[config.mk]
export PLATFORM = sky130hd
export DESIGN_NAME = csgf_fifo
export DESIGN_NICKNAME = d
export VERILOG_FILES = /design/src/hdl/csgf_fifo.sv
export SDC_FILE = /design/constraint.sdc
export NUM_CORES = 1
export LEC_CHECK = 0
export ABC_AREA = 1
export BUFFER_PORTS_ARGS = -buffer_cell sky130_fd_sc_hd__buf_2
export CAP_MARGIN = 20
export CORE_MARGIN = 2
export CORE_UTILIZATION = 40
export CTS_CLUSTER_SIZE = 10
export DETAILED_ROUTE_END_ITERATION = 8
export GPL_ROUTABILITY_DRIVEN = 0
export MAX_ROUTING_LAYER = met4
export PLACE_DENSITY_LB_ADDON = 0.25
export SLEW_MARGIN = 20
export SYNTH_ARGS = -nofsm -noshare
export SYNTH_HDL_FRONTEND = slang
export SYNTH_SLANG_ARGS = --single-unit
[constraint.sdc]
create_clock -name clk -period 1.41 [get_ports clk]
set_input_delay 0.141 -clock clk [delete_from_list [all_inputs] [get_ports clk]]
set_output_delay 0.141 -clock clk [all_outputs]
set_load 0.02 [all_outputs]
[src/hdl/csgf_fifo.sv]
// Small register queue with push/full and pop/empty sides.
// No dependencies.
module csgf_fifo #(
    parameter int WIDTH = 8,
    parameter int DEPTH = 2
) (
    input  logic             clk,
    input  logic             rst_n,
    input  logic             push,
    output logic             full,
    input  logic [WIDTH-1:0] wdata,
    input  logic             pop,
    output logic             empty,
    output logic [WIDTH-1:0] rdata
);
    localparam int PW = (DEPTH > 1) ? $clog2(DEPTH) : 1;
    localparam int CW = $clog2(DEPTH + 1);

    logic [WIDTH-1:0] mem_reg [DEPTH];
    logic [PW-1:0]    wr_ptr_reg;
    logic [PW-1:0]    rd_ptr_reg;
    logic [CW-1:0]    count_reg;
    logic             do_push;
    logic             do_pop;

    assign full    = (count_reg == CW'(DEPTH));
    assign empty   = (count_reg == '0);
    assign do_push = push && !full;
    assign do_pop  = pop && !empty;
    assign rdata   = mem_reg[rd_ptr_reg];

    always_ff @(posedge clk or negedge rst_n)
    begin
        if (!rst_n)
        begin
            wr_ptr_reg <= '0;
            rd_ptr_reg <= '0;
            count_reg  <= '0;
        end
        else
        begin
            if (do_push)
            begin
                wr_ptr_reg <= (wr_ptr_reg == PW'(DEPTH - 1)) ? '0 : wr_ptr_reg + 1'b1;
            end
            if (do_pop)
            begin
                rd_ptr_reg <= (rd_ptr_reg == PW'(DEPTH - 1)) ? '0 : rd_ptr_reg + 1'b1;
            end
            if (do_push && !do_pop)
            begin
                count_reg <= count_reg + 1'b1;
            end
            else if (do_pop && !do_push)
            begin
                count_reg <= count_reg - 1'b1;
            end
        end
    end

    always_ff @(posedge clk)
    begin
        if (do_push)
        begin
            mem_reg[wr_ptr_reg] <= wdata;
        end
    end

endmodule

==> reports/results.ini <==
[sta]
finalCriticalPeriod_ns=1.33
timing.setup.tns_ns=0
relSlewSlack_pct=79.7
hold_viol_final=0
min_period_over_period_pct=94.3
postLayoutSetupSlackWorst_ns=0.0809
worstMarginPinSlew_ns=0.305
timing_max_transition_violations_final=0
achievable-frequency_ghz=0.752
clock_skew_ns=0.000667
finalSetupViolCount=0
grt_setup_unrepaired=yes

[worst_setup_path]
slowest_stage=sky130_fd_sc_hd__dfrtp_1
timing.critical_path.slowest_cell_delay_ns=0.39
path_class=reg2out
worst_r2r_src=count_reg[1]$_DFFE_PN0P_
timing.critical_path.from_type=register
reg2reg_slack_ns=0.09
cp.arrival_ns=1.19
critical_path.endpoint_type=output port
worst-path-max-fanout=3
path_cells=inv_1 -> nor2_2 -> buf_4 -> buf_2
worst_ep_required_time_ns=1.27
worst-r2r-cell-count=8
r2r_end=count_reg[1]$_DFFE_PN0P_

[placement]
port_buffer_cells=21
placement.setup.worst_slack_ns=0.0102
place.detailed.hpwl_um=953

[drt]
detailroute.wirelength.met2_um=743
wirelength_um=1420
routed.top_layer=met4
total_number_of_vias=601
detail_route.wl_per_cell_um=10.7
drt_iter0_drc=11
route.detailed.vias_per_inst=4.55
wl_met1_um=596
remaining_drc_errors=0
antenna_left=0
total_length_of_routed_met3_wires_um=52
drt_pass_1_iters=4

[hold_path]
worstHoldStart=wdata[2]
worst_hold_path_type=in2reg
holdPathEnd=mem_reg[1][2]$_DFFE_PP_
hold_depth=1

[clock_network]
cts_buffer_depth=2
tritoncts_clock_tree=done
numCtsBuffers=3
clock_tree.htree_level_count=1
insertion_delay_ns=0.29
ctsRootBufferMaster=sky130_fd_sc_hd__clkbuf_4
tritoncts_num_sinks=20
clkTransAtPathRegs_ns=0.11

[layout]
nFillCells=179
final_nets=119
largest_register_ffs=16
storage_element_area_um2=583
multi_input_logic_area_um2=194
area.growth.synth_to_final_pct=32.9
total_inserted_antenna_cells=0
core_util_final_pct=55.4
fraction_of_final_layout_cells_sized_beyond_drive_strength_1_pct=36.2

[global_route]
track_usage_pct=12.9
grt_first_pass_wirelength_um=2210
grt_pass1_vias=543
grt_remaining_overflow=0
pin_count_of_the_biggest_net_entering_global_routing=13
grt_antenna_before_repair=0

[floorplanning]
top_level_ports=22
die_height_um=49.0
area_of_the_core_region_mm2=0.00194
fp.dieArea_mm2=0.00240
effective_utilization_at_floorplan_pct=41.7
fp-row-count=16
die_width_um=49.0

[synthesis]
number_of_enable_flip_flop_cells_after_synthesis=16
synthDominantCellAreaShare_pct=59.4
ys_ff_latch=20
post_synth_instance_area_um2=810
synth-warning-count=0
seq_area_frac_synth_pct=71.7
synth_top_cells_by_count=33 x sky130_fd_sc_hd__nand2_1, 16 x sky130_fd_sc_hd__edfxtp_1, 7 x sky130_fd_sc_hd__inv_1, 4 x sky130_fd_sc_hd__dfrtp_1
synth_nets=86
ys_async_sr_fraction_pct=20.0
synth_cell_types=14
post_synth.cell_area_avg_um2=11.1
synth_top_area_cell=sky130_fd_sc_hd__edfxtp_1
yosys_most_used_dff=sky130_fd_sc_hd__edfxtp_1
yosys-top-cells-area=sky130_fd_sc_hd__edfxtp_1 59%, sky130_fd_sc_hd__nand2_1 15%, sky130_fd_sc_hd__dfrtp_1 12%
most_numerous_cell_in_the_yosys_netlist=sky130_fd_sc_hd__nand2_1
netlist_instances=73

[job]
drv_cap=0

[power_and_ir_drop]
vdd.ir_drop.worst_v=0.00148
p_leak_nw=0.513
power.density_mw_per_mm2=2240

[status]
status=finished, final reports clean

[timing repair]
| item | CTS | global route |
|---|---|---|
| pin swaps | 0 | 1 |
| endpoints found under the setup margin | 1 | 9 |
| hold buffers | 1 | 0 |
| endpoints found under the hold margin | 4 | 0 |
| setup buffers | 0 | 5 |
| gates resized for setup | 1 | 4 |
[where the power goes]
group / switching (mW) / leakage [nW] / internal, mW / total [mW]
clock: 0.173 / 0.0279 / 0.287 / 0.460
sequential: 0.0862 / 0.195 / 0.826 / 0.912
combinational: 0.617 / 0.290 / 0.420 / 1.04
[layout make-up]
type                            instances  share of cell area (%)
Timing Repair Buffer                   29                    16.7
Multi-Input combinational cell         44                    18.0
Inverter                                8                    3.02
Clock inverter                          1                    2.79
Tap cell                               27                    3.14
Clock buffer                            3                    2.09
Sequential cell                        20                    54.2
[critical path, delay by kind of cell, from the launching register on]
| kind | cells | cell delay [ns] |
|---|---|---|
| buffers and inverters | 3 | 0.35 |
| AND/OR/NAND/NOR | 1 | 0.15 |
| flip-flops | 1 | 0.39 |
[layout by cell type, fill, tap and decap left out]
cell | Yosys | routed
sky130_fd_sc_hd__buf_2 | 1 | 21
sky130_fd_sc_hd__buf_4 | 0 | 6
sky130_fd_sc_hd__inv_4 | 0 | 1
sky130_fd_sc_hd__clkbuf_4 | 0 | 3
sky130_fd_sc_hd__nand3b_1 | 1 | 1
sky130_fd_sc_hd__dlygate4sd3_1 | 0 | 1
sky130_fd_sc_hd__nand2_1 | 33 | 33
sky130_fd_sc_hd__nor2_2 | 2 | 2
sky130_fd_sc_hd__nand3_1 | 1 | 1
sky130_fd_sc_hd__nand4_1 | 1 | 1
sky130_fd_sc_hd__o21ai_1 | 0 | 1
sky130_fd_sc_hd__dfrtp_1 | 4 | 2
sky130_fd_sc_hd__o21ai_0 | 2 | 1
sky130_fd_sc_hd__xnor2_1 | 1 | 1
sky130_fd_sc_hd__ha_1 | 1 | 1
sky130_fd_sc_hd__inv_2 | 1 | 1
sky130_fd_sc_hd__edfxtp_1 | 16 | 16
sky130_fd_sc_hd__buf_12 | 0 | 1
sky130_fd_sc_hd__dfrtp_2 | 0 | 2
sky130_fd_sc_hd__inv_1 | 7 | 6
sky130_fd_sc_hd__nor2_1 | 2 | 2
sky130_fd_sc_hd__bufinv_16 | 0 | 1
[routing by layer]
| layer | up-vias | global-route usage, % |
|---|---|---|
| li1 | 300 | - |
| met4 | 0 | 8.10 |
| met3 | 4 | 1.84 |
| met2 | 15 | 20.3 |
| met1 | 282 | 15.7 |
| met5 | - | - |
[worst max path at each step]
stage / start / end / slack (ns)
4_1_cts: rd_ptr_reg$_DFFE_PN0P_ / rdata[5] / 0.02
2_1_floorplan: count_reg[0]$_DFFE_PN0P_ / count_reg[1]$_DFFE_PN0P_ / 0.01
3_3_place_gp: count_reg[0]$_DFFE_PN0P_ / count_reg[1]$_DFFE_PN0P_ / 0.01
6_report: count_reg[1]$_DFFE_PN0P_ / full / 0.08
5_1_grt: count_reg[1]$_DFFE_PN0P_ / count_reg[1]$_DFFE_PN0P_ / -0.01
3_5_place_dp: count_reg[0]$_DFFE_PN0P_ / count_reg[1]$_DFFE_PN0P_ / 0.01
[metrics by stage]
| stage | hold slack (ns) | cell area, um2 | power (mW) | instances |
|---|---|---|---|---|
| global placement | -0.0441 | 958 | 1.77 | 122 |
| global route | 0.0102 | 1080 | 2.58 | 132 |
| CTS | 0.0165 | 1020 | 2.25 | 127 |
| detailed placement | -0.0475 | 958 | 1.79 | 122 |
| finish | 0.0239 | 1080 | 2.41 | 132 |
| floorplan | -0.155 | 810 | 1.50 | 73 |
[logic make-up (layout without fill, tap and decap cells)]
family,Yosys count,after routing,synth area share [%]
adders and majority gates,1,1,1.55
DFF,20,20,71.7
buffers and inverters,9,41,4.33
AOI/OAI and AO/OA,2,2,1.24
and+or+nand+nor,40,40,20.1
xor gates and xnor gates,1,1,1.08
No activity file was read; power rests on OpenSTA's default activity.
