`src/hdl/csgf_pkg.sv`:
```
// Shared types, widths and constants for the cubic spline gap filler.
// No dependencies.
package csgf_pkg;

    localparam int SW       = 32;
    localparam int XW       = 48;
    localparam int KW       = 32;
    localparam int AW       = 84;
    localparam int DW       = 30;
    localparam int QW       = 31;
    localparam int RW       = DW + QW;
    localparam int NW       = 7;
    localparam int GW       = 6;
    localparam int MAX_GAP  = 32;

    localparam logic [SW-1:0] SAT_POS = {1'b0, {(SW-1){1'b1}}};
    localparam logic [SW-1:0] SAT_NEG = {1'b1, {(SW-1){1'b0}}};

    typedef enum logic [0:0] {
        REG_GAP_LENGTH    = 1'b0,
        REG_BOUNDARY_MODE = 1'b1
    } reg_idx_t;

    typedef struct packed {
        logic signed [XW-1:0] p2;
        logic signed [XW-1:0] c;
        logic signed [XW-1:0] a;
        logic signed [XW-1:0] b;
        logic [NW-1:0]        n;
    } item_t;

    typedef struct packed {
        logic signed [SW-1:0] value;
        logic [GW-1:0]        step;
        logic                 last;
    } res_t;

endpackage

```
`src/hdl/csgf_front.sv`:
```
// Front end: accepts row samples and forms the spline coefficients.
// Depends on csgf_pkg.
module csgf_front #(
    parameter int MAX_GAP = csgf_pkg::MAX_GAP
) (
    input  logic                        clk,
    input  logic                        rst_n,
    input  logic                        push,
    output logic                        full,
    input  logic signed [csgf_pkg::SW-1:0] p0,
    input  logic signed [csgf_pkg::SW-1:0] p1,
    input  logic signed [csgf_pkg::SW-1:0] p2,
    input  logic signed [csgf_pkg::SW-1:0] p3,
    input  logic signed [csgf_pkg::SW-1:0] p4,
    input  logic signed [csgf_pkg::SW-1:0] p5,
    input  logic [csgf_pkg::GW-1:0]     gap_length,
    input  logic                        boundary_mode,
    output logic                        q_push,
    input  logic                        q_full,
    output csgf_pkg::item_t             q_item
);
    localparam int XW = csgf_pkg::XW;
    localparam int NW = csgf_pkg::NW;

    logic                 advance;
    logic                 v1_reg, v2_reg;
    logic signed [XW-1:0] p2_1_reg, c_1_reg, d1_1_reg, d2_1_reg, e1_1_reg, e4_1_reg;
    logic [NW-1:0]        n_1_reg, n_2_reg;
    logic signed [XW-1:0] p2_2_reg, c_2_reg, a_2_reg, inner_2_reg;
    logic [NW-1:0]        n_clamp, m_2;
    logic signed [XW-1:0] x0, x1, x2, x3, x4, x5;

    assign advance = !v2_reg || !q_full;
    assign full    = !advance;
    assign q_push  = v2_reg;

    assign x0 = XW'(p0);
    assign x1 = XW'(p1);
    assign x2 = XW'(p2);
    assign x3 = XW'(p3);
    assign x4 = XW'(p4);
    assign x5 = XW'(p5);

    always_comb
    begin
        if (gap_length == '0)
        begin
            n_clamp = NW'(1);
        end
        else if (NW'(gap_length) > NW'(MAX_GAP))
        begin
            n_clamp = NW'(MAX_GAP);
        end
        else
        begin
            n_clamp = NW'(gap_length);
        end
    end

    assign m_2       = n_2_reg + 1'b1;
    assign q_item.p2 = p2_2_reg;
    assign q_item.c  = c_2_reg;
    assign q_item.a  = a_2_reg;
    assign q_item.b  = XW'(inner_2_reg * $signed({1'b0, m_2})) + XW'(c_2_reg * 12);
    assign q_item.n  = n_2_reg;

    always_ff @(posedge clk or negedge rst_n)
    begin
        if (!rst_n)
        begin
            v1_reg      <= 1'b0;
            v2_reg      <= 1'b0;
            p2_1_reg    <= '0;
            c_1_reg     <= '0;
            d1_1_reg    <= '0;
            d2_1_reg    <= '0;
            e1_1_reg    <= '0;
            e4_1_reg    <= '0;
            n_1_reg     <= '0;
            n_2_reg     <= '0;
            p2_2_reg    <= '0;
            c_2_reg     <= '0;
            a_2_reg     <= '0;
            inner_2_reg <= '0;
        end
        else if (advance)
        begin
            v1_reg   <= push;
            p2_1_reg <= x2;
            c_1_reg  <= x3 - x2;
            d1_1_reg <= x2 - x1;
            d2_1_reg <= x4 - x3;
            e1_1_reg <= boundary_mode ? (x0 - 2 * x1 + x2) : '0;
            e4_1_reg <= boundary_mode ? (x3 - 2 * x4 + x5) : '0;
            n_1_reg  <= n_clamp;

            v2_reg      <= v1_reg;
            p2_2_reg    <= p2_1_reg;
            c_2_reg     <= c_1_reg;
            a_2_reg     <= 6 * (d2_1_reg - d1_1_reg) - (e1_1_reg + e4_1_reg);
            inner_2_reg <= -6 * d2_1_reg - 6 * d1_1_reg - (e1_1_reg - e4_1_reg);
            n_2_reg     <= n_1_reg;
        end
    end

endmodule

```
`config.mk`:
```
export PLATFORM = sky130hd
export DESIGN_NAME = csgf_front
export DESIGN_NICKNAME = d
export VERILOG_FILES = /design/src/hdl/csgf_pkg.sv /design/src/hdl/csgf_front.sv
export SDC_FILE = /design/constraint.sdc
export NUM_CORES = 2
export LEC_CHECK = 0
export BUFFER_PORTS_ARGS = -buffer_cell sky130_fd_sc_hd__buf_2
export CELL_PAD_IN_SITES_DETAIL_PLACEMENT = 1
export CELL_PAD_IN_SITES_GLOBAL_PLACEMENT = 1
export CORE_MARGIN = 3
export CORE_UTILIZATION = 30
export CTS_CLUSTER_DIAMETER = 50
export CTS_CLUSTER_SIZE = 24
export DETAILED_ROUTE_END_ITERATION = 6
export PLACE_DENSITY_LB_ADDON = 0.1
export SLEW_MARGIN = 20
export SYNTH_ARGS = -nofsm -noshare
export SYNTH_HDL_FRONTEND = slang
export SYNTH_SLANG_ARGS = --single-unit
```
`constraint.sdc`:
```
create_clock -name clk -period 21.4 [get_ports clk]
set_input_delay 4.28 -clock clk [delete_from_list [all_inputs] [get_ports clk]]
set_output_delay 4.28 -clock clk [all_outputs]
set_load 0.02 [all_outputs]
```
==> impl_metrics.env <==
export IMPL_grt_overflow_total=0
export IMPL_dieArea_um2=183000
export IMPL_met2_length_um=92300
export IMPL_die_h_um=428
export IMPL_synth_cell_types=86
export IMPL_routed_wl_um=194000
export IMPL_ys_seq_area_frac=0.176
export IMPL_slew_violations=0
export IMPL_layout_min_cycle_time_ps=13790
export IMPL_drt_iter0_markers=1964
export IMPL_synth_edf_count=0
export IMPL_clkLatencyLatePin_ps=680
export IMPL_path_max_fanout=6
export IMPL_io_pins=404
export IMPL_worst_slew_pin_slew_ps=1020
export IMPL_largest_reg_flops=48
export IMPL_viasPerCell=4.94
export IMPL_hold_viol_final=0
export IMPL_met1Wirelength_um=91500
export IMPL_h_tree_depth=3
export IMPL_die_x_um=428
export IMPL_vias=44842
export IMPL_criticalPathCategory="flop to output port"
export IMPL_cts_tree="done"
export IMPL_wl_per_cell_um=21.4
export IMPL_synth_cells=6337
export IMPL_rows=154
export IMPL_critPathArrivalTime_ps=9510
export IMPL_cts_buffers=73
export IMPL_io_buffers=402
export IMPL_layout_commonest_cell="inv_1"
export IMPL_status="completed"
export IMPL_maxSlewHeadroom=0.315
export IMPL_max_cap_violations=0
export IMPL_cts_max_path_buffers=3
export IMPL_fillers=21146
export IMPL_syn_area_um2=53300
export IMPL_clock_root_buffer="clkbuf_16"
export IMPL_path_buf_inv=5
export IMPL_syn_area_per_cell_um2=8.42
export IMPL_rsz0062_at_grt="false"
export IMPL_postSynth_asyncResetShare=1.00
export IMPL_cp_slowest_stage_delay_ps=730
export IMPL_synth_warnings=0
export IMPL_synthToLayoutAreaGrowth_pct=13.3
export IMPL_yosys_register_bits=375
export IMPL_post_cts_setup_buffers=0
export IMPL_finalCritPeriodShare=0.644
export IMPL_cp_data_required_time_ps=17120
export IMPL_cp_startpoint="c_2_reg[1]"
export IMPL_clock_sinks=375
export IMPL_setup_viol=0
export IMPL_multiInputGateArea_um2=39600
export IMPL_cp_slowest_cell="nor4b_1"
export IMPL_grt_max_degree=161
export IMPL_fmax_ghz=0.0725
export IMPL_drive_above_1_share=0.0942
export IMPL_synthFlopType="dfrtp_1"
export IMPL_cp_top_family="adder cells"
export IMPL_clk_pin_slew_ps=70
export IMPL_postCtsResizedCells=0
export IMPL_first_pass_iters=5
export IMPL_antenna_left=0
export IMPL_final_cell_mix="961 x inv_1, 695 x ha_1, 642 x nand2_1, 467 x fa_1, 465 x a21oi_1"
export IMPL_coreArea_um2=176000
export IMPL_initial_core_util=0.302
export IMPL_min_path_type="flop to flop"
export IMPL_drc=0
export IMPL_grtUsageTotal=0.212
export IMPL_synth_largest_area_cell="dfrtp_1"
export IMPL_seq_area_um2=9390
export IMPL_setup_tns_ps=0
export IMPL_hp_start="p2_2_reg[7]"
export IMPL_timing_hold_ws_ps=462
export IMPL_synth_top_area_share=0.176
export IMPL_dp_hpwl_um=165000
export IMPL_synth_nets=7702
export IMPL_dr_wl_met3_um=4640
export IMPL_grt_pass1_vias=47752
export IMPL_highest_layer="met4"
export IMPL_antenna_found_initial=16
export IMPL_cts_hold_buffers=0
export IMPL_synth_area_top_cells="dfrtp_1 18%, fa_1 18%, ha_1 16%, inv_1 6.8%, nand2_1 4.5%"
export IMPL_grt_pass1_wl_um=297000
export IMPL_start_kind="flop"
export IMPL_place_congestion=0.887
export IMPL_cp_end_kind="output port"
export IMPL_clock_skew_ps=44.2
export IMPL_num_nets_final=8034
export IMPL_timing_rr_start="d1_1_reg[5]"
export IMPL_cpMostUsedCell="fa_1"
worst paths after layout:
kind	endpoint	slack (ps)	cells after the start
max in group asynchronous	d2_1_reg[26]	15600	3
min reg2reg	p2_2_reg[7]	460	2
max	q_item[54]	7610	35
min in group asynchronous	p2_2_reg[14]	3590	1
min	p2_2_reg[7]	460	2
max reg2reg	a_2_reg[47]	11710	37
layout make-up:
cell class | count | area share
inverters | 963 | 0.0599
diodes | 6 | 0.000248
repair buffers | 433 | 0.0377
well taps | 2340 | 0.0485
multi-input cells | 4823 | 0.656
flip-flops and latches | 375 | 0.155
clock buffers | 82 | 0.0323
clock inverters | 52 | 0.0101
synthesized netlist by cell type, types with 7 or more instances:
master	number
a211o_1	12
a211oi_1	37
a21boi_0	19
a21o_1	224
a21oi_1	465
a311oi_1	7
a31o_2	12
a31oi_1	47
and2_1	106
and3_1	33
and4_1	7
buf_1	8
buf_4	33
clkbuf_1	134
dfrtp_1	375
fa_1	467
ha_1	695
inv_1	962
nand2_1	644
nand2b_1	124
nand3_1	83
nand3b_1	12
nand4_1	42
nor2_1	355
nor2b_1	193
nor3_1	45
nor3b_1	9
o2111ai_1	7
o211ai_1	25
o21a_1	73
o21ai_0	326
o21ai_1	19
o21bai_1	46
o221ai_1	9
o22ai_1	48
o31a_1	9
o31ai_1	29
o41ai_1	10
or2_2	18
or3_1	18
xnor2_1	258
xor2_1	177
layer usage:
| layer | track usage | vias to the layer above |
|---|---|---|
| met5 | 0 | - |
| li1 | - | 21724 |
| met3 | 0.0167 | 189 |
| met4 | 0.0624 | 0 |
| met2 | 0.361 | 525 |
| met1 | 0.286 | 22404 |
cells by family after synthesis:
| family | after synthesis | share of synthesized area |
|---|---|---|
| xor gates and xnor gates | 436 | 0.0719 |
| and+or+nand+nor | 1713 | 0.153 |
| adders and majority gates | 1162 | 0.338 |
| muxes | 6 | 0.00117 |
| AOI/OAI and AO/OA | 1505 | 0.177 |
| DFF | 375 | 0.176 |
| buffers and inverters | 1139 | 0.0826 |
| other | 1 | 0.0000703 |
per-stage QoR:
step,setup WS [ps],util,area [um^2],std cells
2_1_floorplan,9480,-,53300,6337
3_3_place_gp,8310,0.328,57800,8934
3_5_place_dp,8200,0.328,57800,8934
4_1_cts,7420,0.342,60400,9068
5_1_grt,6840,0.342,60400,9072
6_report,7610,0.342,60400,9074
tightest hold or removal path, cell delays in order (launching register included):
cell	delay [ps]
dfrtp_1	340
nand2_1	50
nand2_1	50
Power is left out: the tool's default activity adds up to more than one toggle a clock period on the data nets, which glitch-free logic cannot reach.
